$ cat src/hw/rtl/utf8d_pkg.sv
// utf8d_pkg: shared types and constants of the utf-8 code point decoder
// no dependencies; imported by utf8d_front, utf8d_back and the top module
`default_nettype none

package utf8d_pkg;

  // code point width and fixed code points
  localparam int unsigned CP_W = 21;
  localparam logic [CP_W-1:0] REPLACEMENT_CP = 21'h00FFFD;
  localparam logic [CP_W-1:0] END_CP         = 21'h000000;

  // default depth of the job queue between front and back
  localparam int unsigned JOB_DEPTH = 4;

  // what a byte leaves after its replacement flush
  typedef enum logic [1:0] {
    TAIL_NONE = 2'd0,  // byte opened or extended a sequence
    TAIL_CP   = 2'd1,  // a decoded code point
    TAIL_REP  = 2'd2,  // invalid lead or stray continuation
    TAIL_END  = 2'd3   // terminating zero byte
  } tail_kind_e;

  // one job: rep_cnt replacements, then the tail result
  typedef struct packed {
    logic [1:0]      rep_cnt;
    tail_kind_e      tail;
    logic [CP_W-1:0] cp;
  } job_t;

  localparam int unsigned JOB_W = $bits(job_t);

endpackage : utf8d_pkg

`default_nettype wire

$ cat src/hw/rtl/utf8d_fifo.sv
// utf8d_fifo: small register queue of fixed-width words, head shown combinationally
// no dependencies on other files
`default_nettype none

module utf8d_fifo #(
  parameter int unsigned Width = 8,
  parameter int unsigned Depth = 4
) (
  input  wire logic             clk_i,
  input  wire logic             rst_ni,
  input  wire logic             wr_en_i,
  input  wire logic [Width-1:0] wr_data_i,
  output      logic             full_o,
  input  wire logic             rd_en_i,
  output      logic [Width-1:0] rd_data_o,
  output      logic             valid_o
);

  localparam int unsigned PtrW = (Depth > 1) ? $clog2(Depth) : 1;
  localparam int unsigned CntW = $clog2(Depth + 1);
  localparam logic [PtrW-1:0] LastPtr = PtrW'(Depth - 1);
  localparam logic [CntW-1:0] FullCnt = CntW'(Depth);

  logic [Width-1:0] mem_q [Depth];
  logic [PtrW-1:0]  wr_ptr_q, wr_ptr_d;
  logic [PtrW-1:0]  rd_ptr_q, rd_ptr_d;
  logic [CntW-1:0]  cnt_q, cnt_d;
  logic             do_wr, do_rd;

  assign full_o    = (cnt_q == FullCnt);
  assign valid_o   = (cnt_q != '0);
  assign rd_data_o = mem_q[rd_ptr_q];
  assign do_wr     = wr_en_i && !full_o;
  assign do_rd     = rd_en_i && valid_o;

  // pointer and fill count update
  always_comb begin
    wr_ptr_d = wr_ptr_q;
    rd_ptr_d = rd_ptr_q;
    cnt_d    = cnt_q;
    if (do_wr) begin
      wr_ptr_d = (wr_ptr_q == LastPtr) ? '0 : wr_ptr_q + 1'b1;
    end
    if (do_rd) begin
      rd_ptr_d = (rd_ptr_q == LastPtr) ? '0 : rd_ptr_q + 1'b1;
    end
    if (do_wr && !do_rd) begin
      cnt_d = cnt_q + 1'b1;
    end else if (do_rd && !do_wr) begin
      cnt_d = cnt_q - 1'b1;
    end
  end

  always_ff @(posedge clk_i or negedge rst_ni) begin
    if (!rst_ni) begin
      wr_ptr_q <= '0;
      rd_ptr_q <= '0;
      cnt_q    <= '0;
    end else begin
      wr_ptr_q <= wr_ptr_d;
      rd_ptr_q <= rd_ptr_d;
      cnt_q    <= cnt_d;
    end
  end

  // storage, no reset needed
  always_ff @(posedge clk_i) begin
    if (do_wr) begin
      mem_q[wr_ptr_q] <= wr_data_i;
    end
  end

endmodule : utf8d_fifo

`default_nettype wire

$ cat src/hw/rtl/utf8d_front.sv
// utf8d_front: tracks the open sequence and emits a job per text byte with results
// depends on utf8d_pkg
`default_nettype none

module utf8d_front import utf8d_pkg::*; (
  input  wire logic       clk_i,
  input  wire logic       rst_ni,
  input  wire logic       accept_i,
  input  wire logic [7:0] text_byte_i,
  output      logic       job_push_o,
  output      job_t       job_o
);

  logic [1:0]      exp_q, exp_d;
  logic [1:0]      seen_q, seen_d;
  logic [CP_W-1:0] pv_q, pv_d;

  logic [1:0]      seen_inc;
  logic [CP_W-1:0] pv_shift;
  logic            is_cont;

  assign is_cont  = (text_byte_i[7:6] == 2'b10);
  assign seen_inc = seen_q + 2'd1;
  assign pv_shift = {pv_q[CP_W-7:0], text_byte_i[5:0]};

  // sequence state and job decode
  always_comb begin
    logic lead_path;
    exp_d     = exp_q;
    seen_d    = seen_q;
    pv_d      = pv_q;
    job_o     = '{rep_cnt: 2'd0, tail: TAIL_NONE, cp: END_CP};
    lead_path = 1'b0;

    if (exp_q != 2'd0) begin
      if (is_cont) begin
        if (seen_inc == exp_q) begin
          job_o.tail = TAIL_CP;
          job_o.cp   = pv_shift;
          exp_d      = 2'd0;
          seen_d     = 2'd0;
          pv_d       = '0;
        end else begin
          seen_d = seen_inc;
          pv_d   = pv_shift;
        end
      end else begin
        // broken sequence: flush lead and buffered continuations
        job_o.rep_cnt = seen_inc;
        exp_d         = 2'd0;
        seen_d        = 2'd0;
        pv_d          = '0;
        lead_path     = 1'b1;
      end
    end else begin
      lead_path = 1'b1;
    end

    if (lead_path) begin
      priority if (text_byte_i == 8'h00) begin
        job_o.tail = TAIL_END;
        job_o.cp   = END_CP;
      end else if (text_byte_i[7] == 1'b0) begin
        job_o.tail = TAIL_CP;
        job_o.cp   = CP_W'(text_byte_i);
      end else if (text_byte_i[7:5] == 3'b110) begin
        exp_d  = 2'd1;
        seen_d = 2'd0;
        pv_d   = CP_W'(text_byte_i[4:0]);
      end else if (text_byte_i[7:4] == 4'b1110) begin
        exp_d  = 2'd2;
        seen_d = 2'd0;
        pv_d   = CP_W'(text_byte_i[3:0]);
      end else if (text_byte_i[7:3] == 5'b11110) begin
        exp_d  = 2'd3;
        seen_d = 2'd0;
        pv_d   = CP_W'(text_byte_i[2:0]);
      end else begin
        job_o.tail = TAIL_REP;
        job_o.cp   = REPLACEMENT_CP;
      end
    end
  end

  // only bytes that cause results reach the queue
  assign job_push_o = accept_i && ((job_o.rep_cnt != 2'd0) || (job_o.tail != TAIL_NONE));

  always_ff @(posedge clk_i or negedge rst_ni) begin
    if (!rst_ni) begin
      exp_q  <= 2'd0;
      seen_q <= 2'd0;
      pv_q   <= '0;
    end else if (accept_i) begin
      exp_q  <= exp_d;
      seen_q <= seen_d;
      pv_q   <= pv_d;
    end
  end

endmodule : utf8d_front

`default_nettype wire

$ cat src/hw/rtl/utf8d_back.sv
// utf8d_back: expands jobs into registered result words, one per cycle while pop keeps up
// depends on utf8d_pkg
`default_nettype none

module utf8d_back import utf8d_pkg::*; (
  input  wire logic            clk_i,
  input  wire logic            rst_ni,
  input  wire logic            job_valid_i,
  input  wire job_t            job_i,
  output      logic            job_pop_o,
  input  wire logic            pop_i,
  output      logic            res_valid_o,
  output      logic [CP_W-1:0] code_point_o,
  output      logic            is_replacement_o,
  output      logic            end_of_text_o,
  output      logic            last_of_run_o
);

  logic [1:0]      idx_q, idx_d;
  logic            vld_q, vld_d;
  logic [CP_W-1:0] cp_q, cp_d;
  logic            rep_q, rep_d, end_q, end_d, last_q, last_d;

  logic [2:0] n_total;
  logic       rep_slot, last_slot, load;

  assign n_total   = {1'b0, job_i.rep_cnt} + {2'b00, (job_i.tail != TAIL_NONE)};
  assign rep_slot  = (idx_q < job_i.rep_cnt);
  assign last_slot = (({1'b0, idx_q} + 3'd1) == n_total);
  assign load      = job_valid_i && (!vld_q || pop_i);
  assign job_pop_o = load && last_slot;

  // result selection for the current slot
  always_comb begin
    cp_d   = cp_q;
    rep_d  = rep_q;
    end_d  = end_q;
    last_d = last_q;
    vld_d  = vld_q && !pop_i;
    idx_d  = idx_q;
    if (load) begin
      vld_d  = 1'b1;
      last_d = last_slot;
      idx_d  = last_slot ? 2'd0 : idx_q + 2'd1;
      if (rep_slot) begin
        cp_d  = REPLACEMENT_CP;
        rep_d = 1'b1;
        end_d = 1'b0;
      end else begin
        unique case (job_i.tail)
          TAIL_CP: begin
            cp_d  = job_i.cp;
            rep_d = 1'b0;
            end_d = 1'b0;
          end
          TAIL_REP: begin
            cp_d  = REPLACEMENT_CP;
            rep_d = 1'b1;
            end_d = 1'b0;
          end
          TAIL_END: begin
            cp_d  = END_CP;
            rep_d = 1'b0;
            end_d = 1'b1;
          end
          TAIL_NONE: begin
            cp_d  = END_CP;
            rep_d = 1'b0;
            end_d = 1'b0;
          end
        endcase
      end
    end
  end

  always_ff @(posedge clk_i or negedge rst_ni) begin
    if (!rst_ni) begin
      vld_q <= 1'b0;
      idx_q <= 2'd0;
    end else begin
      vld_q <= vld_d;
      idx_q <= idx_d;
    end
  end

  always_ff @(posedge clk_i) begin
    cp_q   <= cp_d;
    rep_q  <= rep_d;
    end_q  <= end_d;
    last_q <= last_d;
  end

  assign res_valid_o      = vld_q;
  assign code_point_o     = cp_q;
  assign is_replacement_o = rep_q;
  assign end_of_text_o    = end_q;
  assign last_of_run_o    = last_q;

endmodule : utf8d_back

`default_nettype wire

$ cat src/hw/rtl/utf8_codepoint_decoder_top.sv
// utf8_codepoint_decoder_top: utf-8 byte stream to code point decoder
// depends on utf8d_pkg, utf8d_front, utf8d_fifo, utf8d_back
//
//   side    handshake       word
//   ------  --------------  ---------------------------------------------------
//   input   push / full     text_byte_i (8b)
//   output  empty / pop     code_point_o (21b), is_replacement_o, end_of_text_o,
//                           last_of_run_o
//
// a byte is taken every cycle while the job queue has room; the back end emits
// one result word per cycle while pop keeps up, so valid text runs at one byte per
// cycle and a broken sequence (up to four words for one byte) holds the back end
// until all its words are out while the queue absorbs further bytes.
// a pushed byte's result passes through the queue, then the output register.
// reset clears the sequence state, the queue and the valid flag of the output register.
`default_nettype none

module utf8_codepoint_decoder_top import utf8d_pkg::*; #(
  parameter int unsigned JobDepth = JOB_DEPTH
) (
  input  wire logic            clk_i,
  input  wire logic            rst_ni,
  input  wire logic            push,
  output      logic            full,
  input  wire logic [7:0]      text_byte_i,
  output      logic            empty,
  input  wire logic            pop,
  output      logic [CP_W-1:0] code_point_o,
  output      logic            is_replacement_o,
  output      logic            end_of_text_o,
  output      logic            last_of_run_o
);

  logic accept, job_push, job_full, job_valid, job_pop, res_valid;
  job_t job_in, job_head;
  logic [JOB_W-1:0] job_head_raw;

  assign accept   = push && !job_full;
  assign full     = job_full;
  assign job_head = job_t'(job_head_raw);
  assign empty    = !res_valid;

  // front: sequence tracking
  utf8d_front u_front (
    .clk_i       (clk_i),
    .rst_ni      (rst_ni),
    .accept_i    (accept),
    .text_byte_i (text_byte_i),
    .job_push_o  (job_push),
    .job_o       (job_in)
  );

  // job queue between front and back
  utf8d_fifo #(
    .Width (JOB_W),
    .Depth (JobDepth)
  ) u_job_q (
    .clk_i     (clk_i),
    .rst_ni    (rst_ni),
    .wr_en_i   (job_push),
    .wr_data_i (job_in),
    .full_o    (job_full),
    .rd_en_i   (job_pop),
    .rd_data_o (job_head_raw),
    .valid_o   (job_valid)
  );

  // back: result expansion
  utf8d_back u_back (
    .clk_i            (clk_i),
    .rst_ni           (rst_ni),
    .job_valid_i      (job_valid),
    .job_i            (job_head),
    .job_pop_o        (job_pop),
    .pop_i            (pop),
    .res_valid_o      (res_valid),
    .code_point_o     (code_point_o),
    .is_replacement_o (is_replacement_o),
    .end_of_text_o    (end_of_text_o),
    .last_of_run_o    (last_of_run_o)
  );

  // replacement words always carry the replacement code point
  assert property (@(posedge clk_i) disable iff (!rst_ni)
    (!empty && is_replacement_o) |-> (code_point_o == REPLACEMENT_CP))
    else $error("replacement word with wrong code point");

  // end marker is a final, non-replacement, zero word
  assert property (@(posedge clk_i) disable iff (!rst_ni)
    (!empty && end_of_text_o) |->
      (last_of_run_o && !is_replacement_o && (code_point_o == END_CP)))
    else $error("malformed end marker");

  // a job is only pushed when the byte is accepted
  assert property (@(posedge clk_i) disable iff (!rst_ni)
    job_push |-> (push && !job_full))
    else $error("job pushed without accepted byte");

  // the queue never pops a job that is not there
  assert property (@(posedge clk_i) disable iff (!rst_ni)
    job_pop |-> job_valid)
    else $error("job popped from empty queue");

endmodule : utf8_codepoint_decoder_top

`default_nettype wire
$ cat config.mk
export PLATFORM = sky130hd
export DESIGN_NAME = utf8_codepoint_decoder_top
export DESIGN_NICKNAME = d
export VERILOG_FILES = /design/src/hw/rtl/utf8d_pkg.sv /design/src/hw/rtl/utf8d_fifo.sv /design/src/hw/rtl/utf8d_front.sv /design/src/hw/rtl/utf8d_back.sv /design/src/hw/rtl/utf8_codepoint_decoder_top.sv
export SDC_FILE = /design/constraint.sdc
export NUM_CORES = 1
export LEC_CHECK = 0
export BUFFER_PORTS_ARGS = -buffer_cell sky130_fd_sc_hd__buf_2
export CAP_MARGIN = 25
export CELL_PAD_IN_SITES_DETAIL_PLACEMENT = 1
export CELL_PAD_IN_SITES_GLOBAL_PLACEMENT = 1
export CORE_MARGIN = 5
export CORE_UTILIZATION = 47
export CTS_CLUSTER_DIAMETER = 60
export DETAILED_ROUTE_END_ITERATION = 10
export PLACE_DENSITY_LB_ADDON = 0.1
export SLEW_MARGIN = 10
export SYNTH_ARGS = -nofsm -noshare
export SYNTH_HDL_FRONTEND = slang
export SYNTH_SLANG_ARGS = --single-unit
$ cat constraint.sdc
create_clock -name clk_i -period 3.2 [get_ports clk_i]
set_input_delay 0.32 -clock clk_i [delete_from_list [all_inputs] [get_ports clk_i]]
set_output_delay 0.32 -clock clk_i [all_outputs]
set_load 0.02 [all_outputs]
==> flow_summary.yaml <==
grt:
  number_of_antenna_violations_at_the_first_check_in_global_routing: 0
  grt_pass1_vias: 3761
  grt_max_degree: 30
  wire_length_of_the_first_global_routing_pass_um: 21100
  final_global_route_overflow_total: 0
  grt_use_total_pct: 17.4
clock_network:
  cts_root_buffer: "clkbuf_16"
  cts.reportedPaths.clkPinSlew_ns: 0.06
  clock_tree.buffer_depth: 2
  worst_skew_pair.late_latency_ns: 0.42
  ctsHtreeMaxLevel: 4
  tritoncts: "done"
  cts_sinks: 153
  tritoncts.num_buffers: 17
yosys:
  synth.ff_latch_count: 153
  mapped_avg_cell_area_um2: 16.5
  top_ff_cell_synth: "edfxtp_1"
  yosysWarningCount: 0
  synth_edf_count: 124
  syn-instance-count: 391
  post_synthesis_cell_type_with_the_largest_combined_area: "edfxtp_1"
  synthesis.nets: 414
  synth_seq_area_share_pct: 69.1
  synth_top_area_share_pct: 57.9
  synth_cell_types: 55
  synthArstFlopShare_pct: 19.0
  synth_top_cells_by_area: "edfxtp_1 58%, dfrtp_1 11%, mux4_2 7.7%"
  post_synth_instance_area_mm2: 0.00643
floorplanning:
  row_count: 42
  die_h_um: 127
  io-pin-count: 38
  die_area_mm2: 0.0161
  initial_utilization_pct: 48.2
  fp.coreArea_mm2: 0.0133
  die_width_um: 127
power:
  power.leakage_nw: 2.87
  ir_worst_vdd_uv: 439
  power_density_of_the_placed_cells_mw_per_mm2: 1000
critical_path:
  worst-setup-path-type: "reg2reg"
  critical_path_required_ns: 3.54
  cells_traversed_along_the_worst_timing_path: "mux4_2, or2_4, ha_2, ha_4, xor2_1, nor3_2, nand2_1, ha_2, inv_2, fa_2, xor2_1, nor2_1, xor2_1"
  cp_most_frequent_cell: "xor2_1"
  sort_of_element_at_the_start_of_the_critical_path: "register"
  worst-path-max-fanout: 4
  crit_buf_inv: 1
  crit_family: "adder cells"
  cp_slowest_stage_delay_ns: 0.53
  timing.critical_path.slowest_stage_cell: "mux4_2"
  worst_ep_arrival_time_ns: 3.43
  critical_path.endpoint_type: "register"
timing:
  achievable-frequency_mhz: 324
  fin_setup_tns_ns: 0
  final.min_clock_period_ns: 3.09
  min_period_over_period_pct: 96.6
  timing.final.ws_setup_ns: 0.110
  hold_slack_ns: 0.0950
  report.final.slew_viol_count: 0
  count_of_endpoints_failing_hold_in_the_final_timing_report: 0
  post_route_clock_skew_ns: 0.00739
  timing.final.setup_violations: 0
  timing.max_slew.rel_slack_pct: 40.1
  tightestPinTransition_ns: 0.894
placement:
  dp_slack_ns: 0.0144
  detailedPlacementHpwl_um: 7990
  gp_routability_congestion: 0.768
  io_buffers: 37
  dpl_cell_area_mm2: 0.00687
route:
  drtAntennaViolNets: 0
  post_drt_via_cell_ratio: 5.44
  routed_wirelength_um: 12800
  total_number_of_vias: 3451
  initialDrtViolationCount: 192
  avgRoutedWirePerCell_um: 20.2
  drcViolationCount: 0
  drt_pass1_iterations: 4
finish:
  layout.cells.most_common: "edfxtp_1"
  layout-drive-gt1-share_pct: 27.5
  area_growth_pct: 15.9
  finalNetCount: 468
  n_antenna_cell: 0
  layout.core_utilization_pct: 55.9
  finish.instance_area_mm2: 0.00746
  mostFrequentLayoutCells: "124 x edfxtp_1, 37 x buf_2, 28 x dfrtp_1, 26 x inv_1, 22 x mux4_2"
worst_hold_path:
  worst_hold_path_type: "in2reg"
flow_run:
  drv_cap: 0
run_status:
  run_status: "completed"
-- area by class of cell --
type	count	area, um^2
clock buffer	23	468
clock inverter	9	98.8
fill	1278	5890
inverter	27	101
multi-input combinational	193	1810
sequential	153	4450
tap	176	220
timing repair buffer	53	308
-- per-stage QoR --
step                std cells  total power, W
floorplan                 391         0.00488
finish                    634         0.00748
CTS                       634         0.00759
detailed placement        600         0.00562
global placement          600         0.00553
global route              634         0.00796
-- per-layer routing --
| metal | vias to the layer above | part of all wire [%] | track usage, % | wire length, um |
|---|---|---|---|---|
| met5 | - | 0 | 0 | 0 |
| met4 | 0 | 1.7 | 6.25 | 221 |
| met3 | 17 | 3.0 | 3.71 | 387 |
| met2 | 58 | 50 | 28.5 | 6420 |
| met1 | 1771 | 45 | 23.1 | 5770 |
| li1 | 1605 | - | - | - |
-- final timing paths --
kind | start | endpoint | slack [ns] | cells past startpoint
setup / recovery | u_job_q.rd_ptr_q[0]$_DFFE_PN0P_ | u_job_q.cnt_q[2]$_DFFE_PN0P_ | 0.11 | 13
hold / removal | pop | u_back.res_valid_o$_DFF_PN0_ | 0.09 | 2
setup reg to reg | u_job_q.rd_ptr_q[0]$_DFFE_PN0P_ | u_job_q.cnt_q[2]$_DFFE_PN0P_ | 0.11 | 13
hold reg to reg | u_front.pv_q[13]$_DFFE_PN0P_ | u_front.pv_q[13]$_DFFE_PN0P_ | 0.50 | 1
max in group asynchronous | rst_ni | u_job_q.rd_ptr_q[0]$_DFFE_PN0P_ | 2.17 | 2
min in group asynchronous | rst_ni | u_front.exp_q[1]$_DFFE_PN0P_ | 0.51 | 2
-- cell usage after synthesis (all sizes together) (3+ instances only) --
cell type  number
edfxtp        124
dfrtp          29
inv            27
mux4           24
o21ai          23
a21o           15
a22o           13
buf            13
nand2          12
a21oi          10
and2           10
ha             10
nor2           10
nor2b           7
mux2            6
nand2b          6
clkbuf          5
nand3           5
nor3            4
o21a            4
xor2            4
nor4            3
xnor2           3
-- power by group --
group / total (W) / internal, W / switching (W)
sequential: 0.00304 / 0.00283 / 0.000206
combinational: 0.00251 / 0.00107 / 0.00145
clock: 0.00193 / 0.00118 / 0.000746
total: 0.00748 / 0.00508 / 0.00240
-- logic make-up (layout without fill, tap and decap cells) --
kind of cell               after synthesis  in the layout  share of synthesized area [%]
buffers and inverters                   45            112                           3.15
xor gates and xnor gates                 7              7                          0.953
DFF                                    153            153                           69.1
muxes                                   31             31                           9.78
adders and majority gates               11             11                           2.26
and+or+nand+nor                         65             65                           5.76
AOI/OAI and AO/OA                       79             79                           8.96
-- flip-flops by register name, summed over array words and instances, names as in the netlist --
register / count
u_job_q.mem_q: 100
u_back.code_point_o: 21
u_front.pv_q: 15
u_job_q.cnt_q: 3
u_back.idx_q: 2
u_front.exp_q: 2
u_front.seen_q: 2
u_job_q.rd_ptr_q: 2
u_job_q.wr_ptr_q: 2
u_back.end_of_text_o: 1
u_back.is_replacement_o: 1
u_back.last_of_run_o: 1
u_back.res_valid_o: 1
-- worst register-to-register path: stages (launching register included) --
cell     delay, ns
dfrtp_2       0.41
mux4_2        0.53
or2_4         0.27
ha_2          0.19
ha_4          0.26
xor2_1        0.16
nor3_2        0.06
nand2_1       0.09
ha_2          0.19
inv_2         0.05
fa_2          0.38
xor2_1        0.15
nor2_1        0.11
xor2_1        0.16
-- repair_timing --
action                                  CTS  global route
gates resized for setup                   1             1
hold buffers                              1             0
pin swaps                                 2             2
endpoints found under the hold margin    29             0
buffers inserted                          1             0
endpoints found under the setup margin    1             2
Note: power is estimated with default switching activity, not from simulation.
